<file path="config.mk">
export PLATFORM = sky130hd
export DESIGN_NAME = winch_reversal_dead_time_controller_core
export DESIGN_NICKNAME = d
export VERILOG_FILES = /design/src/design/wrdtc_pkg.sv /design/src/design/winch_reversal_dead_time_controller_core.sv
export SDC_FILE = /design/constraint.sdc
export NUM_CORES = 1
export LEC_CHECK = 0
export BUFFER_PORTS_ARGS = -buffer_cell sky130_fd_sc_hd__buf_4
export CORE_UTILIZATION = 60
export DETAILED_ROUTE_END_ITERATION = 8
export PLACE_DENSITY = 0.82
export SYNTH_ARGS = -nofsm -noshare
export SYNTH_HDL_FRONTEND = slang
export SYNTH_SLANG_ARGS = --single-unit
export TNS_END_PERCENT = 50
</file>
<file path="constraint.sdc">
create_clock -name clk -period 4.6 [get_ports clk]
set_clock_uncertainty 0.05 [all_clocks]
set_input_delay 0.69 -clock clk [delete_from_list [all_inputs] [get_ports clk]]
set_output_delay 0.69 -clock clk [all_outputs]
set_load 0.02 [all_outputs]
</file>
<file path="src/design/wrdtc_pkg.sv">
`timescale 1ns / 1ps
`default_nettype none

package wrdtc_pkg;

	// Timer and configuration widths
	localparam int TIMER_WIDTH_DEF = 16;
	localparam int CFG_LEN_W = 16;
	localparam int CFG_IDX_W = 2;
	localparam int CFG_DATA_W = 16;

	// Reset values of the configuration registers
	localparam logic                 CTRL_SEL_RST = 1'b1;
	localparam logic [CFG_LEN_W-1:0] RUN_TICKS_RST = 16'd81;
	localparam logic [CFG_LEN_W-1:0] PAUSE_TICKS_RST = 16'd24;

	// Relay drive patterns
	localparam logic [2:0] RELAYS_OFF = 3'd0;
	localparam logic [2:0] RELAYS_UP = 3'd6;
	localparam logic [2:0] RELAYS_DOWN = 3'd3;

	// Item kinds
	localparam logic KIND_TICK = 1'b0;

	// Motor modes
	typedef enum logic [2:0] {
		MODE_IDLE = 3'd0,
		MODE_UP = 3'd1,
		MODE_DOWN = 3'd2,
		MODE_PAUSE_UP = 3'd3,
		MODE_PAUSE_DOWN = 3'd4,
		MODE_PAUSE_IDLE = 3'd5
	} mode_t;

	// Received commands
	typedef enum logic [1:0] {
		CMD_STOP_LO = 2'd0,
		CMD_DOWN = 2'd1,
		CMD_UP = 2'd2,
		CMD_STOP_HI = 2'd3
	} cmd_t;

	// Configuration register indexes
	typedef enum logic [CFG_IDX_W-1:0] {
		REG_CTRL_SEL = 2'd0,
		REG_RUN_TICKS = 2'd1,
		REG_PAUSE_TICKS = 2'd2
	} cfg_reg_t;

endpackage

`default_nettype wire

</file>
<file path="src/design/winch_reversal_dead_time_controller_core.sv">
`timescale 1ns / 1ps
`default_nettype none
// Winch reversal dead-time controller.
// Input channel (in_valid / in_stall) carries one item per transaction: kind 0 is
// a time tick, kind 1 a received command byte in frame_byte. Every item yields
// exactly one result on the output channel (out_valid / out_stall): the relay
// mask and motor mode after that item.
// Configuration writes (cfg_valid / cfg_ready, cfg_index, cfg_data) are always
// taken; index 0 selects the command bit pair, 1 sets run ticks, 2 pause ticks.
// An accepted item enters the input register; its result is then loaded into
// the state/result register, from which it is presented. Throughput is one
// item per cycle while the receiver does not stall: the mode and countdown
// update in a single pass of logic between the two registers.
// When the receiver stalls, the result register holds; the input register
// still takes one more item, then in_stall rises until the result is taken.
// Reset: idle mode, relays off, timer expired, both stages empty, registers
// back to controller select 1, run 81 ticks, pause 24 ticks.
module winch_reversal_dead_time_controller_core #(
	parameter int TIMER_WIDTH = wrdtc_pkg::TIMER_WIDTH_DEF
) (
	input  wire                              clk,
	input  wire                              arst_n,
	input  wire                              in_valid,
	output logic                             in_stall,
	input  wire                              kind,
	input  wire  [7:0]                       frame_byte,
	output logic                             out_valid,
	input  wire                              out_stall,
	output logic [2:0]                       relay_mask,
	output logic [2:0]                       motor_mode,
	input  wire                              cfg_valid,
	output logic                             cfg_ready,
	input  wire  [wrdtc_pkg::CFG_IDX_W-1:0]  cfg_index,
	input  wire  [wrdtc_pkg::CFG_DATA_W-1:0] cfg_data
);

	import wrdtc_pkg::*;

	logic                   ctrl_sel_q;
	logic [CFG_LEN_W-1:0]   run_ticks_q;
	logic [CFG_LEN_W-1:0]   pause_ticks_q;

	logic                   vld_s1;
	logic                   kind_s1;
	logic [7:0]             byte_s1;

	logic                   out_vld_q;
	mode_t                  mode_q;
	logic [TIMER_WIDTH-1:0] ticks_q;
	logic [2:0]             relay_q;

	mode_t                  mode_d;
	logic [TIMER_WIDTH-1:0] ticks_d;
	logic [2:0]             relay_d;

	logic                   adv_s2;
	logic                   adv_s1;
	logic [TIMER_WIDTH-1:0] run_len;
	logic [TIMER_WIDTH-1:0] pause_len;
	logic [TIMER_WIDTH-1:0] ticks_dec;
	logic                   expired;
	cmd_t                   cmd;
	logic                   up;
	mode_t                  same_run;
	mode_t                  same_pause;

	// Flow control: result stage loads when empty or taken, input stage follows
	assign adv_s2 = !out_vld_q || !out_stall;
	assign adv_s1 = !vld_s1 || adv_s2;
	assign in_stall = !adv_s1;
	assign cfg_ready = 1'b1;
	assign out_valid = out_vld_q;
	assign relay_mask = relay_q;
	assign motor_mode = mode_q;

	// Saturate loaded lengths to the timer width
	generate
		if (TIMER_WIDTH >= CFG_LEN_W) begin : g_len_wide
			assign run_len = TIMER_WIDTH'(run_ticks_q);
			assign pause_len = TIMER_WIDTH'(pause_ticks_q);
		end else begin : g_len_narrow
			assign run_len = (run_ticks_q[CFG_LEN_W-1:TIMER_WIDTH] != '0) ?
				'1 : run_ticks_q[TIMER_WIDTH-1:0];
			assign pause_len = (pause_ticks_q[CFG_LEN_W-1:TIMER_WIDTH] != '0) ?
				'1 : pause_ticks_q[TIMER_WIDTH-1:0];
		end
	endgenerate

	// Configuration registers
	always_ff @(posedge clk or negedge arst_n) begin
		if (!arst_n) begin
			ctrl_sel_q <= CTRL_SEL_RST;
			run_ticks_q <= RUN_TICKS_RST;
			pause_ticks_q <= PAUSE_TICKS_RST;
		end else if (cfg_valid && cfg_ready) begin
			case (cfg_reg_t'(cfg_index))
				REG_CTRL_SEL: ctrl_sel_q <= cfg_data[0];
				REG_RUN_TICKS: run_ticks_q <= cfg_data[CFG_LEN_W-1:0];
				REG_PAUSE_TICKS: pause_ticks_q <= cfg_data[CFG_LEN_W-1:0];
				default: ;
			endcase
		end
	end

	// Input register
	always_ff @(posedge clk or negedge arst_n) begin
		if (!arst_n) begin
			vld_s1 <= 1'b0;
		end else if (adv_s1) begin
			vld_s1 <= in_valid;
		end
	end

	always_ff @(posedge clk) begin
		if (adv_s1 && in_valid) begin
			kind_s1 <= kind;
			byte_s1 <= frame_byte;
		end
	end

	// Decode command and countdown
	assign cmd = ctrl_sel_q ? cmd_t'(byte_s1[6:5]) : cmd_t'(byte_s1[2:1]);
	assign up = (cmd == CMD_UP);
	assign same_run = up ? MODE_UP : MODE_DOWN;
	assign same_pause = up ? MODE_PAUSE_UP : MODE_PAUSE_DOWN;
	assign ticks_dec = ticks_q - TIMER_WIDTH'(ticks_q != '0);
	assign expired = (ticks_dec == '0);

	// Next mode, relays and timer for the item in the input register
	always_comb begin
		mode_d = mode_q;
		relay_d = relay_q;
		ticks_d = ticks_q;
		if (kind_s1 == KIND_TICK) begin
			ticks_d = ticks_dec;
			case (mode_q)
				MODE_UP, MODE_DOWN: begin
					if (expired) begin
						mode_d = MODE_PAUSE_IDLE;
						relay_d = RELAYS_OFF;
						ticks_d = pause_len;
					end
				end
				MODE_PAUSE_UP: begin
					if (expired) begin
						mode_d = MODE_UP;
						relay_d = RELAYS_UP;
						ticks_d = run_len;
					end
				end
				MODE_PAUSE_DOWN: begin
					if (expired) begin
						mode_d = MODE_DOWN;
						relay_d = RELAYS_DOWN;
						ticks_d = run_len;
					end
				end
				MODE_PAUSE_IDLE: begin
					if (expired) begin
						mode_d = MODE_IDLE;
						relay_d = RELAYS_OFF;
						ticks_d = '0;
					end
				end
				default: begin
					mode_d = MODE_IDLE;
					relay_d = RELAYS_OFF;
					ticks_d = '0;
				end
			endcase
		end else if (cmd == CMD_UP || cmd == CMD_DOWN) begin
			if (mode_q == MODE_IDLE) begin
				mode_d = same_run;
				relay_d = up ? RELAYS_UP : RELAYS_DOWN;
				ticks_d = run_len;
			end else if (mode_q == same_run) begin
				// retrigger the run
				ticks_d = run_len;
			end else if (mode_q == same_pause) begin
				// keep waiting out the dead time
			end else if (mode_q <= MODE_PAUSE_IDLE) begin
				mode_d = same_pause;
				relay_d = RELAYS_OFF;
				ticks_d = pause_len;
			end
		end else begin
			mode_d = MODE_IDLE;
			relay_d = RELAYS_OFF;
			ticks_d = '0;
		end
	end

	// State and result register
	always_ff @(posedge clk or negedge arst_n) begin
		if (!arst_n) begin
			out_vld_q <= 1'b0;
			mode_q <= MODE_IDLE;
			relay_q <= RELAYS_OFF;
			ticks_q <= '0;
		end else if (adv_s2) begin
			out_vld_q <= vld_s1;
			if (vld_s1) begin
				mode_q <= mode_d;
				relay_q <= relay_d;
				ticks_q <= ticks_d;
			end
		end
	end

	// Relays agree with the mode
	assert property (@(posedge clk) disable iff (!arst_n)
		(mode_q == MODE_UP && relay_q == RELAYS_UP) ||
		(mode_q == MODE_DOWN && relay_q == RELAYS_DOWN) ||
		(mode_q != MODE_UP && mode_q != MODE_DOWN && relay_q == RELAYS_OFF))
		else $error("relay mask does not match motor mode");

	// Idle always has an expired timer
	assert property (@(posedge clk) disable iff (!arst_n)
		mode_q == MODE_IDLE |-> ticks_q == '0)
		else $error("timer running in idle");

	// A held input item stays put while the result stage is blocked
	assert property (@(posedge clk) disable iff (!arst_n)
		vld_s1 && !adv_s2 |=> vld_s1 && $stable(kind_s1) && $stable(byte_s1))
		else $error("input register lost an item under stall");

endmodule

`default_nettype wire
</file>
After elaboration in Yosys (flattened, before gate mapping)
Cells that the tools add are included.
{ "word_totals": {"elab_cells": 88, "output_inout_bits": 9, "regBits": 65, "in_bits": 32} }
{ "classes": {"n_eq_ne": 21, "magnitude_cmp": 1, "n_mux": 34, "reduce_logical": 21, "add_sub_neg": 1} }
{ "op_table": {"columns": ["op", "n"], "rows": [
  ["$mux 16", 9],
  ["$mux 3", 20],
  ["$pmux 16 s3", 1],
  ["$logic_not 16->1", 1],
  ["$reduce_bool 16->1", 1],
  ["$sub 16x1->16", 1],
  ["$ne 3x3->1 const B", 4],
  ["$pmux 3 s4", 1],
  ["$pmux 3 s3", 1],
  ["$reduce_and 9->1", 1],
  ["$ne 4x4->1 const B", 2],
  ["$reduce_and 8->1", 1],
  ["$eq 3x2->1 const B", 2],
  ["$eq 3x3->1 const B", 2],
  ["$reduce_and 2->1", 3],
  ["$ne 5x2->1 const B", 1],
  ["$ne 5x5->1 const B", 1],
  ["$eq 2x1->1 const B", 2],
  ["$eq 2x2->1 const B", 2],
  ["$logic_not 1->1", 4],
  ["$mux 2", 2],
  ["$ne 4x2->1 const B", 1],
  ["$reduce_and 4->1", 1],
  ["$reduce_or 2->1", 2],
  ["other kinds (10)", 12]
]} }

Longest topological paths before layout
{ "logic_depth": {"ltp_word": 9, "depth_mapped": 13, "depth_no_buf": 12} }

Least setup slack after synthesis
OpenSTA, ideal clock, no wires.
{ "synth_timing": {"path_kind": "reg2reg", "startpoint": "reg ticks_q[8]", "endpoint": "reg mode_q[1] (netlist: motor_mode[1])", "synth_period_minus_slack_ns": 3.359, "path_slack_ns": 1.241, "arrival_time_ns": 3.184, "path_stages_with_launch": 14, "setup_ns": 0.125, "path_buffers": 1, "required_time_ns": 4.425, "cell_sequence": "dfrtp_1 > clkbuf_1 > nor4_1 > nand4_1 > or2_2 > ha_1 > ha_1 > nor3b_4 > nand3b_1 > xor2_1 > nand2_1 > nor4_4 > o21ai_4 > mux2_4"} }
{ "synth_between": {"elab_chain_cells": 5, "elab_cells_between_ends": 8, "cone_classes": "add/sub: 1; eq/ne: 4; reduce/logical: 3"} }
{ "synth_rtl": {"columns": ["element", "line_no", "text"], "rows": [
  ["start, declared", "winch_reversal_dead_time_controller_core.sv:49", "logic [TIMER_WIDTH-1:0] ticks_q;"],
  ["start signal, assigned", "winch_reversal_dead_time_controller_core.sv:205", "ticks_q <= ticks_d;"],
  ["$reduce_bool 16->1", "winch_reversal_dead_time_controller_core.sv:126", "assign ticks_dec = ticks_q - TIMER_WIDTH'(ticks_q != '0);"],
  ["$sub 16x1->16 *", "winch_reversal_dead_time_controller_core.sv:126", null],
  ["$logic_not 16->1 *", "winch_reversal_dead_time_controller_core.sv:127", "assign expired = (ticks_dec == '0);"],
  ["$ne 3x3->1 (no source line)", null, null],
  ["$reduce_and 9->1 (no source line) *", null, null],
  ["end signal, assigned", "winch_reversal_dead_time_controller_core.sv:203", "mode_q <= mode_d;"],
  ["end, declared", "winch_reversal_dead_time_controller_core.sv:48", "mode_t mode_q;"]
]} }
Mark *: on every way between the ends. The rest lies on a longest branch, timed or not.
A chain may end at the register's enable or synchronous reset.

Worst setup path after layout
{ "layout_timing": {"startpoint": "reg ticks_q[8]", "endpoint": "reg relay_q[1] (netlist: relay_mask[1])"} }
{ "layout_between": {"elab_chain_cells": 5, "elab_cells_between_ends": 7, "cone_classes": "add/sub: 1; eq/ne: 3; reduce/logical: 3"} }
{ "layout_rtl": {"columns": ["element", "line_no", "text"], "rows": [
  ["$reduce_bool 16->1", "winch_reversal_dead_time_controller_core.sv:126", null],
  ["$sub 16x1->16 *", "winch_reversal_dead_time_controller_core.sv:126", null],
  ["$logic_not 16->1 *", "winch_reversal_dead_time_controller_core.sv:127", null],
  ["$ne 3x3->1 (no source line) or $ne 3x1->1 (tied branches)", null, null],
  ["$reduce_and 8->1 (no source line) *", null, null],
  ["end signal, assigned", "winch_reversal_dead_time_controller_core.sv:204", "relay_q <= relay_d;"],
  ["end, declared", "winch_reversal_dead_time_controller_core.sv:50", "logic [2:0] relay_q;"]
]} }
Marks and branches as above.

==> reports/metrics.csv <==
metric,value,unit
Worst-Skew Late Latency,340,ps
Post-synth EDFFs,5,
DP Worst Slack,718.8,ps
"Top FF cell, synth",dfrtp_1,
FMAX,0.2530,GHz
Tightest Pin Transition,954.8,ps
CP startpoint kind,flop,
CP dominant cell by count,ha_1,
Critical Path Sink Type,flop,
Lkg Pwr,0.001893,µW
postcts setup bufs,0,
CTS tree,yes,
slowest cell delay on critical path,520,ps
layout cells sized above 1,30.86,%
Post-Synthesis Cells,421,
synth warn,0,
GRT Total Usage,29.29,%
Sum Neg Setup Slack,0,ps
RSZ-0062 raised after global routing,false,
row cnt,30,
mapped cell area,4175,µm²
pwr/cell area,630.5,nW/µm²
routed len/inst,19.30,µm
crit path DAT,4130,ps
hpwl dp,6782,µm
CP max-delay cell,nor4_1,
Placer Congestion,0.9378,
1st-iter DRT viols,383,
fraction of registers with async set/reset,91.94,%
Tcrit/Tclk final,85.93,%
Seq cells post-synth,62,
total of max-cap violations,0,
diode count,0,
nets,477,
Synth top area share,30.57,%
"top cells by count, synth","dfrtp_1, mux2_2, o21ai_0",
final worst slack,647.3,ps
vias in the first global route,3212,
first-pass GRT wire length,16520,µm
final period demand of the worst path,3953,ps
H-tree depth,3,
DRT Pass-1 Iters,5,
worst ir drop on vdd,293.0,µV
CTS Hold Bufs,0,
Core Footprint,6756,µm²
Num CTS Buffers,9,
Post-Syn Nets,459,
input/output buffers,35,
most area-hungry cell type in the Yosys netlist,dfrtp_1,
CP cell instances,nor4_1 > nand4_1 > or2_2 > ha_1 > ha_1 > nor3b_4 > nand3b_1 > xor2_1 > nand2_1 > nor4_4 > o21ai_4 > mux2_4,
GRT overflow,0,
post-CTS sizing,0,
worst-case clock buffer depth,2,
Critical Path Fanout Max,8,
Max-slew headroom,36.35,%
Vias/cell,6.532,
HP Class,in -> async,
clock slew at reported path FFs,70,ps
required time of the critical path,4780,ps
Die Span Y,85.42,µm
Pins Over Slew Limit,0,
drt drc,0,
# IOs,41,
Synth Area per Inst,9.917,µm²
outcome,finished clean,
library cells used by synthesis,61,
largest net degree at the start of global routing,58,
post-route ant nets,0,
top post-synthesis cells by area,"dfrtp_1, mux2_2, o21ai_0, mux2i_1, dfstp_2",
initial antenna violation count,0,
sequential area share after synthesis,37.94,%
initial core utilization,61.80,%
R2R Setup Slk,650,ps
final wirelength,10110,µm
"Worst Path Class, Setup",reg -> reg,
P&R area growth vs syn,10.52,%
Num Clock Sinks,62,
Die W,85.42,µm
# fillers,505,
Fin. Hold Viols,0,
root buffer cell,clkbuf_8,
vias,3423,
Die ar.,7297,µm²
Final Setup Violations,0,
-- final cells by class --
| class | count | area, µm² | area share, % |
|---|---|---|---|
| multi-input combinational | 318 | 2404 | 52.09 |
| sequential | 62 | 1584 | 34.33 |
| timing repair buffer | 41 | 307.8 | 6.670 |
| clock buffer | 12 | 145.1 | 3.145 |
| tap | 80 | 100.1 | 2.169 |
| clock inverter | 4 | 47.55 | 1.030 |
| inverter | 7 | 26.28 | 0.5694 |
-- per-stage QoR --
| step | std cells | util [%] | instance area [µm²] | hold WS, ps | total power (µW) |
|---|---|---|---|---|---|
| finish | 524 | 68.30 | 4614 | 358.2 | 2910 |
| global route | 524 | 68.30 | 4614 | 418.2 | 3080 |
| CTS | 524 | 68.30 | 4614 | 381.6 | 2874 |
| detailed placement | 508 | 65.44 | 4422 | 425.0 | 2387 |
| global placement | 508 | 65.44 | 4422 | 409.8 | 2341 |
| floorplan | 421 | - | 4175 | 344.4 | 2063 |
-- critical path, delay by kind of cell, from the launching register on --
kind / cells / cell delay (ps)
AO/OA/AOI/OAI: 1 / 170
adder cells (fa/ha/maj): 2 / 540
XOR/XNOR: 1 / 310
flip-flops: 1 / 480
AND/OR/NAND/NOR: 7 / 1960
multiplexers: 1 / 330
-- flip-flops by register name, indices dropped and copies added (netlist names) --
signal	cells
kind_s1	1
relay_mask	3
ticks_q	16
out_valid	1
run_len	16
motor_mode	3
byte_s1	4
vld_s1	1
pause_len	16
ctrl_sel_q	1
-- power by group --
part	switching, µW	internal (µW)
Clock	216	264
Combinational	801	672
Sequential	256	701
-- cells in the final DEF, fill, tap and decap left out, types with 4 or more instances in the layout --
| cell type | instances |
|---|---|
| nor2b_1 | 5 |
| mux2_4 | 5 |
| o22ai_1 | 8 |
| o211ai_1 | 4 |
| ha_1 | 6 |
| o21ai_0 | 33 |
| nor3_1 | 12 |
| nor4_1 | 6 |
| buf_4 | 41 |
| mux2_2 | 51 |
| dfstp_2 | 6 |
| nand4_1 | 4 |
| nand3_1 | 4 |
| a21oi_1 | 21 |
| nand2_1 | 28 |
| inv_1 | 7 |
| edfxtp_1 | 5 |
| mux2i_1 | 16 |
| nand3b_1 | 4 |
| nor2_1 | 30 |
| a22oi_1 | 19 |
| dfrtp_1 | 51 |
| and2_1 | 5 |
| clkbuf_8 | 10 |
| nand2b_1 | 5 |
| xnor2_1 | 4 |
-- layer usage --
metal / share of wire (%) / GRT usage, %
met1: 46 / 42.76
met2: 46 / 44.51
met3: 6.6 / 4.377
met4: 1.2 / 10.30
met5: 0 / 0
-- logic make-up (layout without fill, tap and decap cells) --
family          count (synthesis)  count (layout)  synth area share (%)
compound gates                108             108                 17.05
xor+xnor                        9               9                 2.517
flops                          62              62                 37.94
other cells                     1               1               0.08981
fa+ha+maj                       6               6                 1.798
buf+inv                        41              64                 4.495
simple gates                  122             122                 16.72
mux                            72              72                 19.39
-- worst paths after layout --
| path | end | cells after the start | startpoint |
|---|---|---|---|
| max in group asynchronous | ticks_q[14] | 1 | arst_n |
| min reg2reg | out_valid | 1 | vld_s1 |
| min | ticks_q[2] | 1 | arst_n |
| max | relay_mask[1] | 12 | ticks_q[8] |
| min in group clk | out_valid | 1 | vld_s1 |
| max reg2reg | relay_mask[1] | 12 | ticks_q[8] |
(Power assumes the default switching activity.)
